### src/rtl/mqp_pkg.sv
`timescale 1ns / 1ps
// ----------------------------------------------------------------------------
// mqp_pkg
// Shared types and constants for the MQTT PUBLISH receive parser.
// ----------------------------------------------------------------------------
package mqp_pkg;

  localparam int QDEPTH = 4;
  localparam int QPTR_W = $clog2(QDEPTH);
  localparam int QCNT_W = $clog2(QDEPTH + 1);

  localparam int ADDR_W = 3;
  localparam int PEND_W = 15;

  localparam logic REG_PAYLOAD_CAPACITY = 1'b0;

  localparam logic KIND_PAYLOAD = 1'b0;
  localparam logic KIND_DONE    = 1'b1;
  localparam logic STATUS_OK    = 1'b0;
  localparam logic STATUS_FAIL  = 1'b1;

  typedef enum logic [2:0] {
    PH_HEADER     = 3'd0,
    PH_LEN1       = 3'd1,
    PH_LEN2       = 3'd2,
    PH_TOPIC_HI   = 3'd3,
    PH_TOPIC_LO   = 3'd4,
    PH_TOPIC_SKIP = 3'd5,
    PH_ID         = 3'd6,
    PH_PAYLOAD    = 3'd7
  } phase_t;

  typedef struct packed {
    logic        kind;
    logic [7:0]  data;
    logic        status;
    logic [7:0]  plen;
    logic [15:0] id;
    logic        retain;
  } result_t;

  typedef struct packed {
    logic [1:0] n;
    result_t    first;
    result_t    second;
  } parse_out_t;

endpackage

### src/rtl/mqp_parse.sv
`timescale 1ns / 1ps
// ----------------------------------------------------------------------------
// mqp_parse
// Per-byte PUBLISH header walk; produces up to two results per transfer.
// ----------------------------------------------------------------------------
module mqp_parse #(
  parameter int MAX_BUFFER_BYTES = 255
) (
  input  logic               clk,
  input  logic               rst,
  input  logic               fire,
  input  logic [7:0]         rx_byte,
  input  logic               buffer_end,
  input  logic [7:0]         capacity,
  output mqp_pkg::parse_out_t res
);
  import mqp_pkg::*;

  phase_t              phase, phase_next;
  logic [7:0]          bytes_seen, bytes_seen_next;
  logic [13:0]         remaining_length, remaining_length_next;
  logic [PEND_W-1:0]   packet_end, packet_end_next;
  logic [7:0]          topic_left, topic_left_next;
  logic [1:0]          qos_level, qos_level_next;
  logic                retain_seen, retain_seen_next;
  logic [15:0]         id_value, id_value_next;
  logic                failed, failed_next;
  logic [7:0]          payload_count, payload_count_next;

  logic                in_pkt;
  logic                ok;
  logic [7:0]          tl_dec;
  result_t             pay_item, done_item;

  always_ff @(posedge clk) begin
    if (rst) begin
      phase            <= PH_HEADER;
      bytes_seen       <= '0;
      remaining_length <= '0;
      packet_end       <= '0;
      topic_left       <= '0;
      qos_level        <= '0;
      retain_seen      <= 1'b0;
      id_value         <= '0;
      failed           <= 1'b0;
      payload_count    <= '0;
    end else begin
      phase            <= phase_next;
      bytes_seen       <= bytes_seen_next;
      remaining_length <= remaining_length_next;
      packet_end       <= packet_end_next;
      topic_left       <= topic_left_next;
      qos_level        <= qos_level_next;
      retain_seen      <= retain_seen_next;
      id_value         <= id_value_next;
      failed           <= failed_next;
      payload_count    <= payload_count_next;
    end
  end

  always_comb begin
    phase_next            = phase;
    bytes_seen_next       = bytes_seen;
    remaining_length_next = remaining_length;
    packet_end_next       = packet_end;
    topic_left_next       = topic_left;
    qos_level_next        = qos_level;
    retain_seen_next      = retain_seen;
    id_value_next         = id_value;
    failed_next           = failed;
    payload_count_next    = payload_count;
    in_pkt                = {{(PEND_W-8){1'b0}}, bytes_seen} < packet_end;
    tl_dec                = topic_left - 8'd1;
    ok                    = 1'b0;
    pay_item              = '0;
    done_item             = '0;
    res                   = '0;

    if (fire) begin
      if (bytes_seen >= 8'(MAX_BUFFER_BYTES)) begin
        failed_next = 1'b1;
      end else begin
        bytes_seen_next = bytes_seen + 8'd1;
        unique case (phase)
          PH_HEADER: begin
            qos_level_next = rx_byte[2:1];
            if (rx_byte[7:4] != 4'd3) begin
              failed_next = 1'b1;
            end else begin
              retain_seen_next = rx_byte[0];
            end
            if (rx_byte[2]) begin
              failed_next = 1'b1;
            end
            phase_next = PH_LEN1;
          end
          PH_LEN1: begin
            remaining_length_next = {7'd0, rx_byte[6:0]};
            if (rx_byte[7]) begin
              phase_next = PH_LEN2;
            end else begin
              packet_end_next = PEND_W'(2) + {{(PEND_W-7){1'b0}}, rx_byte[6:0]};
              phase_next      = PH_TOPIC_HI;
            end
          end
          PH_LEN2: begin
            if (rx_byte[7]) begin
              failed_next = 1'b1;
            end
            remaining_length_next = {rx_byte[6:0], remaining_length[6:0]};
            packet_end_next = PEND_W'(3) + {1'b0, rx_byte[6:0], remaining_length[6:0]};
            phase_next      = PH_TOPIC_HI;
          end
          PH_TOPIC_HI: begin
            if (in_pkt) begin
              if (rx_byte != 8'd0) begin
                failed_next = 1'b1;
              end
              phase_next = PH_TOPIC_LO;
            end
          end
          PH_TOPIC_LO: begin
            if (in_pkt) begin
              topic_left_next = rx_byte;
              if (rx_byte == 8'd0) begin
                if (qos_level != 2'd0) begin
                  topic_left_next = 8'd2;
                  phase_next      = PH_ID;
                end else begin
                  phase_next = PH_PAYLOAD;
                end
              end else begin
                phase_next = PH_TOPIC_SKIP;
              end
            end
          end
          PH_TOPIC_SKIP: begin
            if (in_pkt) begin
              topic_left_next = tl_dec;
              if (tl_dec == 8'd0) begin
                if (qos_level != 2'd0) begin
                  topic_left_next = 8'd2;
                  phase_next      = PH_ID;
                end else begin
                  phase_next = PH_PAYLOAD;
                end
              end
            end
          end
          PH_ID: begin
            if (in_pkt) begin
              id_value_next   = {id_value[7:0], rx_byte};
              topic_left_next = tl_dec;
              if (tl_dec == 8'd0) begin
                phase_next = PH_PAYLOAD;
              end
            end
          end
          PH_PAYLOAD: begin
            if (in_pkt) begin
              if (!failed) begin
                pay_item.kind = KIND_PAYLOAD;
                pay_item.data = rx_byte;
                res.n         = 2'd1;
              end
              if (payload_count != 8'hff) begin
                payload_count_next = payload_count + 8'd1;
              end
            end
          end
          default: ;
        endcase
      end

      if (buffer_end) begin
        ok = !failed_next && (phase_next == PH_PAYLOAD) &&
             ({{(PEND_W-8){1'b0}}, bytes_seen_next} >= packet_end_next) &&
             (payload_count_next < capacity);
        done_item.kind   = KIND_DONE;
        done_item.status = ok ? STATUS_OK : STATUS_FAIL;
        done_item.plen   = ok ? payload_count_next : 8'd0;
        done_item.id     = (ok && qos_level_next == 2'd1) ? id_value_next : 16'd0;
        done_item.retain = (bytes_seen_next >= 8'd4) ? retain_seen_next : 1'b0;
        res.n            = res.n + 2'd1;

        phase_next            = PH_HEADER;
        bytes_seen_next       = '0;
        remaining_length_next = '0;
        packet_end_next       = '0;
        topic_left_next       = '0;
        qos_level_next        = '0;
        retain_seen_next      = 1'b0;
        id_value_next         = '0;
        failed_next           = 1'b0;
        payload_count_next    = '0;
      end
    end

    if (res.n == 2'd2) begin
      res.first  = pay_item;
      res.second = done_item;
    end else if (fire && buffer_end) begin
      res.first = done_item;
    end else begin
      res.first = pay_item;
    end
  end

  a_clear_after_done: assert property (@(posedge clk) disable iff (rst)
    fire && buffer_end |=> phase == PH_HEADER && bytes_seen == 8'd0 && !failed)
    else $error("state not cleared after done");

  a_pair_order: assert property (@(posedge clk) disable iff (rst)
    res.n == 2'd2 |-> res.first.kind == KIND_PAYLOAD && res.second.kind == KIND_DONE)
    else $error("bad result pair order");

  a_count_bound: assert property (@(posedge clk) disable iff (rst)
    payload_count <= bytes_seen)
    else $error("payload count exceeds bytes seen");

endmodule

### src/rtl/mqp_outq.sv
`timescale 1ns / 1ps
// ----------------------------------------------------------------------------
// mqp_outq
// Small result queue; takes up to two results per cycle, drains one.
// ----------------------------------------------------------------------------
module mqp_outq (
  input  logic                clk,
  input  logic                rst,
  input  mqp_pkg::parse_out_t push,
  output logic                space_ok,
  output logic                out_valid,
  input  logic                out_ready,
  output mqp_pkg::result_t    head
);
  import mqp_pkg::*;

  result_t             mem [QDEPTH];
  logic [QPTR_W-1:0]   wr_ptr, rd_ptr;
  logic [QCNT_W-1:0]   count, count_next;
  logic                pop;

  assign out_valid  = count != '0;
  assign pop        = out_valid && out_ready;
  assign space_ok   = count <= QCNT_W'(QDEPTH - 2);
  assign head       = mem[rd_ptr];
  assign count_next = count + QCNT_W'(push.n) - QCNT_W'(pop);

  always_ff @(posedge clk) begin
    if (rst) begin
      wr_ptr <= '0;
      rd_ptr <= '0;
      count  <= '0;
    end else begin
      wr_ptr <= wr_ptr + QPTR_W'(push.n);
      rd_ptr <= rd_ptr + QPTR_W'(pop);
      count  <= count_next;
    end
  end

  always_ff @(posedge clk) begin
    if (push.n != 2'd0) begin
      mem[wr_ptr] <= push.first;
    end
    if (push.n == 2'd2) begin
      mem[wr_ptr + QPTR_W'(1)] <= push.second;
    end
  end

  a_no_overflow: assert property (@(posedge clk) disable iff (rst)
    count <= QCNT_W'(QDEPTH))
    else $error("result queue overflow");

  a_push_has_room: assert property (@(posedge clk) disable iff (rst)
    push.n != 2'd0 |-> space_ok)
    else $error("push without room");

  a_push_width: assert property (@(posedge clk) disable iff (rst)
    push.n != 2'd3)
    else $error("more than two results in one cycle");

endmodule

### src/rtl/mqtt_publish_parser.sv
`timescale 1ns / 1ps
// ----------------------------------------------------------------------------
// mqtt_publish_parser
// Receive-side check of one MQTT PUBLISH packet, one buffer byte per transfer.
//
// Input channel (in_valid/in_ready): rx_byte plus buffer_end on the last byte.
// Output channel (out_valid/out_ready): one result per transfer; item_kind 0
// is a payload byte, item_kind 1 the done item with status, payload_length,
// message_id and retain_flag. A byte may cause a payload item and a done item.
// Results of an accepted byte are registered into the queue before they appear.
// Throughput: one byte per cycle while results drain. Results go through a
// four-entry queue; in_ready is high while it has room for two, so a stalled
// receiver backs up the input once the queue holds more than two results.
// APB port: register 0 at address 0 is payload_capacity (reset 255).
// Reset (rst, synchronous) empties the queue and returns parsing to the
// header byte; no clearing pass is needed.
// ----------------------------------------------------------------------------
module mqtt_publish_parser #(
  parameter int MAX_BUFFER_BYTES = 255
) (
  input  logic                      clk,
  input  logic                      rst,
  input  logic                      in_valid,
  output logic                      in_ready,
  input  logic [7:0]                rx_byte,
  input  logic                      buffer_end,
  output logic                      out_valid,
  input  logic                      out_ready,
  output logic                      item_kind,
  output logic [7:0]                payload_byte,
  output logic                      status,
  output logic [7:0]                payload_length,
  output logic [15:0]               message_id,
  output logic                      retain_flag,
  input  logic                      psel,
  input  logic                      penable,
  input  logic                      pwrite,
  input  logic [mqp_pkg::ADDR_W-1:0] paddr,
  input  logic [31:0]               pwdata,
  output logic [31:0]               prdata,
  output logic                      pready
);
  import mqp_pkg::*;

  logic       payload_capacity;
  logic [7:0] capacity;
  logic       fire;
  parse_out_t res;
  result_t    head;

  assign pready = 1'b1;
  assign fire   = in_valid && in_ready;

  always_ff @(posedge clk) begin
    if (rst) begin
      capacity <= 8'hff;
    end else if (psel && penable && pwrite) begin
      unique case (paddr[2])
        REG_PAYLOAD_CAPACITY: capacity <= pwdata[7:0];
        default: ;
      endcase
    end
  end

  assign payload_capacity = paddr[2] == REG_PAYLOAD_CAPACITY;
  assign prdata = payload_capacity ? {24'd0, capacity} : 32'd0;

  mqp_parse #(
    .MAX_BUFFER_BYTES(MAX_BUFFER_BYTES)
  ) u_parse (
    .clk       (clk),
    .rst       (rst),
    .fire      (fire),
    .rx_byte   (rx_byte),
    .buffer_end(buffer_end),
    .capacity  (capacity),
    .res       (res)
  );

  mqp_outq u_outq (
    .clk      (clk),
    .rst      (rst),
    .push     (res),
    .space_ok (in_ready),
    .out_valid(out_valid),
    .out_ready(out_ready),
    .head     (head)
  );

  assign item_kind      = head.kind;
  assign payload_byte   = head.data;
  assign status         = head.status;
  assign payload_length = head.plen;
  assign message_id     = head.id;
  assign retain_flag    = head.retain;

endmodule

### config.mk
export PLATFORM = sky130hd
export DESIGN_NAME = mqtt_publish_parser
export DESIGN_NICKNAME = d
export VERILOG_FILES = /design/src/rtl/mqp_pkg.sv /design/src/rtl/mqp_parse.sv /design/src/rtl/mqp_outq.sv /design/src/rtl/mqtt_publish_parser.sv
export SDC_FILE = /design/constraint.sdc
export NUM_CORES = 1
export LEC_CHECK = 0
export ABC_AREA = 1
export BUFFER_PORTS_ARGS = -buffer_cell sky130_fd_sc_hd__buf_2
export CAP_MARGIN = 25
export CORE_MARGIN = 4
export CORE_UTILIZATION = 45
export DETAILED_ROUTE_END_ITERATION = 12
export PLACE_DENSITY_LB_ADDON = 0.2
export SLEW_MARGIN = 20
export SYNTH_ARGS = -nofsm -noshare
export SYNTH_HDL_FRONTEND = slang
export SYNTH_SLANG_ARGS = --single-unit
export TNS_END_PERCENT = 5
### constraint.sdc
create_clock -name clk -period 8.4 [get_ports clk]
set_input_delay 1.68 -clock clk [delete_from_list [all_inputs] [get_ports clk]]
set_output_delay 1.68 -clock clk [all_outputs]
set_load 0.01 [all_outputs]
; Yosys cells after proc, flatten, opt, wreduce, memory -nomap -nowiden
; Memories as Yosys holds them, arrays and structs flattened. A register that Yosys moved wholly into a read port is not among the register bits.
; Cells that the tools add are included.
; Widths: inputs -> output; s select.
[classes]
n_addsub = 11
order_cmp = 6
eq_ne = 17
mux = 90
bitwise_logic = 1
n_reduce_logical = 22
[ops]
columns = op, n
row1 = $mux 8, 21
row2 = $mux 35, 3
row3 = $mux 16, 5
row4 = $mux 15, 4
row5 = $mux 26, 2
row6 = $mux 9, 4
row7 = $mux 3, 10
row8 = $pmux 15 s2, 1
row9 = $pmux 8 s3, 1
row10 = $mux 1, 23
row11 = $mux 2, 11
row12 = $pmux 3 s7, 1
row13 = $add 8x1->8 const B, 2
row14 = $logic_not 8->1, 2
row15 = $add 2x14->15 const A, 1
row16 = $eq 3x3->1 const B, 5
row17 = $ge 8x15->1, 1
row18 = $lt 8x15->1, 1
row19 = $mux 7, 2
row20 = $pmux 7 s2, 1
row21 = $logic_and 1x1->1, 9
row22 = $ne 3x2->1 const B, 3
row23 = $add 2x7->8 const A, 1
row24 = $ge 8x3->1 const B, 1
row25 = 27 further kinds, 32
[totals]
reg_bits = 84
ramBits = 140
input_bits = 51
output_inout_bits = 70
word_cells = 162
n_memories = 1
[memory_table]
columns = name, depth, word_bits, rd, rd_ports_with_merged_regs, write_ports, line
row1 = u_outq.mem, 4, 35, 1, 1, 2, mqp_outq.sv:17  ; result_t mem [QDEPTH];

; Logic depth before layout (Yosys ltp)
[logic_depth]
ltp_word = 17
ltp_mapped = 28
mapped_depth_nobuf = 27

; Hierarchy
; From an unflattened synthesis, not the netlist that was laid out.
[unflattened]
cells_unflattened = 1764
area_unflattened_um2 = 13925.9
[modules_own_cells]
columns = module, instances, cells_each, area_each_um2, seq_area_each_um2
row1 = mqp_outq, 1, 740, 7661.1, 4344.2
row2 = mqp_parse, 1, 940, 5674.2, 1381.3
row3 = mqtt_publish_parser, 1, 84, 590.6, 160.2

; Least setup slack after synthesis
; Ideal clock, no wire load.
[synth_path]
path_kind = in2reg
from = input rx_byte[3]
to = memory u_outq.mem[0][25] (netlist name), data pin
setup_ns = 0.253
t_arrival_ns = 4.119
required_time_ns = 8.147
setup_slack_ns = 4.028
stages = 23
n_path_buf = 2
path_cell_list = clkbuf_1 nand2_1 nor2_1 nand2_1 nand2_1 a21oi_1 nor3_1 a21oi_1 nand2_1 nand2_1 ha_1 nand2_1 nor4_1 nor2_1 nand2_1 nand3_1 nor2_1 nand2_2 nor2_8 buf_12 nand2_1 inv_1 nor2_1
[synth_rtl]
columns = element, line
row1 = start: declaration, mqtt_publish_parser.sv:25  ; input logic [7:0] rx_byte,
row2 = end: declaration, mqp_outq.sv:17

==> results_dict.tcl <==
set metrics [dict create \
    fin_crit_sh_pct 60.2 \
    drtIter0Drc 704 \
    syn2layout_area_growth_pct 10.7 \
    critical_path_class "reg2reg" \
    synth.ff_latch_count 224 \
    wl_per_cell_um 16.6 \
    drc 0 \
    fin_crit_ps 5060 \
    wirelength_mm 32.4 \
    clock_latency_ps 540 \
    cts-root-buf "clkbuf_16" \
    via_per_inst 5.35 \
    cap_violations 0 \
    crit_path_end_kind "flip-flop" \
    synthMuxAreaShare_pct 0.0809 \
    synth-edff-count 108 \
    multiInputGateArea_mm2 0.00588 \
    worstPathRequired_ps 8780 \
    n_antenna_cell 0 \
    fmax_mhz 198 \
    power_leakage_uw 0.00519 \
    final_area_mm2 0.0137 \
    synth_flop_cell "dfxtp_1" \
    ir_drop_mv 0.135 \
    firstDrtPassIters 5 \
    swShare_pct 32.2 \
    dieHeight_um 174 \
    cts_max_level 1 \
    ff_latch_area_mm2 0.00557 \
    dp_slack_ps 2880 \
    clock_sinks 224 \
    gp_congestion 0.901 \
    ys_seq_area_share_pct 45.0 \
    synth_compound_area_share_pct 14.1 \
    synth_fa_ha_area_share_pct 3.60 \
    place.port_buffers 69 \
    cp_slowest_cell "nor2_8" \
    dp_hpwl_mm 20.9 \
    hp-class "reg2reg" \
    clock_skew_ps 11.1 \
    hold_viol_final 0 \
    layout.nets 1680 \
    grt_pass1_wl_mm 52.2 \
    cts_tree "built" \
    power.share.sequential_pct 40.5 \
    maxSlewViolCount 0 \
    ant_nets 0 \
    synth_xor_xnor_area_share_pct 0.992 \
    power.switching_uw 951 \
    power.share.clock_pct 35.8 \
    ctsResizeCount 0 \
    crit_path_start_kind "flip-flop" \
    cts_inserted_buffers 25 \
    run_status "complete, no violations" \
    p_per_area_mw_per_mm2 216 \
    antenna_found_initial 0 \
    core_mm2 0.0270 \
    cpLargestDelayFamily "simple AND/OR/NAND/NOR gates" \
    track_usage_pct 20.9 \
    place_area_mm2 0.0129 \
    grt_max_degree 75 \
    final_cells 1954 \
    ys_types 51 \
    synth_simple_gate_area_share_pct 27.4 \
    ioPinCount 121 \
    clkTransAtPathRegs_ps 60 \
    ys.warnings.count 0 \
    fillers 2685 \
    synth_area_mm2 0.0124 \
    critPathBufInv 2 \
    grt_pass1_vias 9888 \
    syn_inst 1559 \
    place_inst 1907 \
    slew-limit-headroom_pct 38.1 \
    tns_ps 0 \
    initial_core_util_pct 45.8 \
    clk_path_buf_depth 3 \
    dieArea_mm2 0.0302 \
    finalWorstSetupSlack_ps 3340 \
    post_cts_buffers 0 \
    pwr-share-comb_pct 23.8 \
    rsz0062_at_grt "no" \
    worst_pin_slew_ps 921 \
    cpPeakStageDelay_ps 590 \
    path_common_cell "nand2_1" \
    avgSynthCellArea_um2 7.93 \
    intPower_uw 2000 \
    die_x_um 174 \
    hold_buffers 0 \
    cp_cell_sequence "ha_1 > nand2_1 > inv_1 > a21oi_1 > nand2_1 > nand2_1 > nand2_1 > nand2_2 > nand3_1 > inv_1 > nand4_1 > o21ai_0 > ha_1 > a21oi_1 > o211ai_1 > nor2_1 > nand3b_1 > nor2_1 > nand2_2 > nor2_8 > nand4_1 > nor2_1" \
    grt_overflow 0 \
    drive_above_1_share_pct 12.7 \
    fp-row-count 60 \
    final_cell_mix "nor2_1 (272), nand2_1 (266), inv_1 (134)" \
    final_common_cell "nor2_1" \
    synth_top_family_by_area "simple AND/OR/NAND/NOR gates" \
    arrival_ps 5440 \
    route.vias.total 10500 \
    path_max_fanout 25 \
    setup_viol 0 \
    synth-async-reset-ratio_pct 0 \
]
## metrics by stage
stage | total power [µW] | hold WS (ps) | utilization, %
floorplan | 1690 | 445 | -
global placement | 1920 | 452 | 47.6
detailed placement | 1930 | 456 | 47.7
CTS | 2990 | 465 | 50.6
global route | 3110 | 474 | 50.7
finish | 2950 | 465 | 50.7
## routing by layer
layer	up-vias	routed length [µm]	GRT usage, %
li1	5249	-	-
met1	4886	14800	28.6
met2	274	15200	35.2
met3	47	1630	2.68
met4	0	761	5.25
met5	-	0	0
## registers in the layout (all words and copies together) (netlist names), 3 cells and up
| name | flops |
|---|---|
| u_outq.count | 3 |
| u_parse.remaining_length | 7 |
| u_parse.payload_count | 8 |
| u_outq.mem | 140 |
| u_parse.topic_left | 8 |
| u_parse.packet_end | 15 |
| u_parse.bytes_seen | 8 |
| u_parse.id_value | 16 |
| capacity | 8 |
| u_parse.phase | 3 |
## cells by family after synthesis
logic type | count (synthesis)
AOI/OAI and AO/OA | 317
xor gates and xnor gates | 14
adders and majority gates | 35
buffers and inverters | 246
DFF | 224
muxes | 1
other | 2
and+or+nand+nor | 720
## power by group through the flow
stage                     Combinational, µW  Sequential [µW]  Clock (µW)
after floorplan                         474             1210           0
after global placement                  698             1220           0
after detailed placement                707             1220           0
after CTS                               709             1200        1080
after global routing                    785             1200        1130
final                                   702             1200        1060
## layout make-up
| type | instances | area share, % |
|---|---|---|
| clock buffer | 29 | 4.68 |
| sequential | 224 | 40.7 |
| timing repair buffer | 84 | 3.47 |
| clock inverter | 17 | 1.09 |
| inverter | 147 | 4.05 |
| tap | 341 | 3.12 |
| multi-input combinational | 1112 | 42.9 |
## path summary, 6_finish.rpt
check	start	end	slack, ps	cells past startpoint
max	u_parse.bytes_seen[5]	u_outq.mem[3][1]	3340	22
min	u_parse.id_value[5]	u_parse.id_value[5]	460	2
max reg2reg	u_parse.bytes_seen[5]	u_outq.mem[3][1]	3340	22
min reg2reg	u_parse.id_value[5]	u_parse.id_value[5]	460	2
## Yosys cell counts (all sizes together), types with 18 or more instances
| cell | n | share of area, % |
|---|---|---|
| nor2 | 292 | 9.4 |
| nand2 | 273 | 8.4 |
| inv | 139 | 4.2 |
| o21ai | 129 | 5.2 |
| dfxtp | 116 | 19 |
| edfxtp | 108 | 26 |
| a21oi | 106 | 4.3 |
| nand3 | 75 | 3.1 |
| clkbuf | 59 | 1.8 |
| o22ai | 50 | 2.5 |
| buf | 40 | 2.5 |
| nand4 | 37 | 4.3 |
| ha | 34 | 3.4 |
| or2 | 21 | 1.1 |
| o211ai | 18 | 1.1 |
## worst reg2reg max path: stages (launching register included)
cell and delay (ps):
dfxtp_1 490, ha_1 300, nand2_1 90, inv_1 40, a21oi_1 190, nand2_1 130, nand2_1 80, nand2_1 130
nand2_2 220, nand3_1 150, inv_1 80, nand4_1 100, o21ai_0 550, ha_1 370, a21oi_1 130, o211ai_1 120
nor2_1 160, nand3b_1 100, nor2_1 190, nand2_2 120, nor2_8 590, nand4_1 420, nor2_1 180
Power figures use the tool's default switching activity.
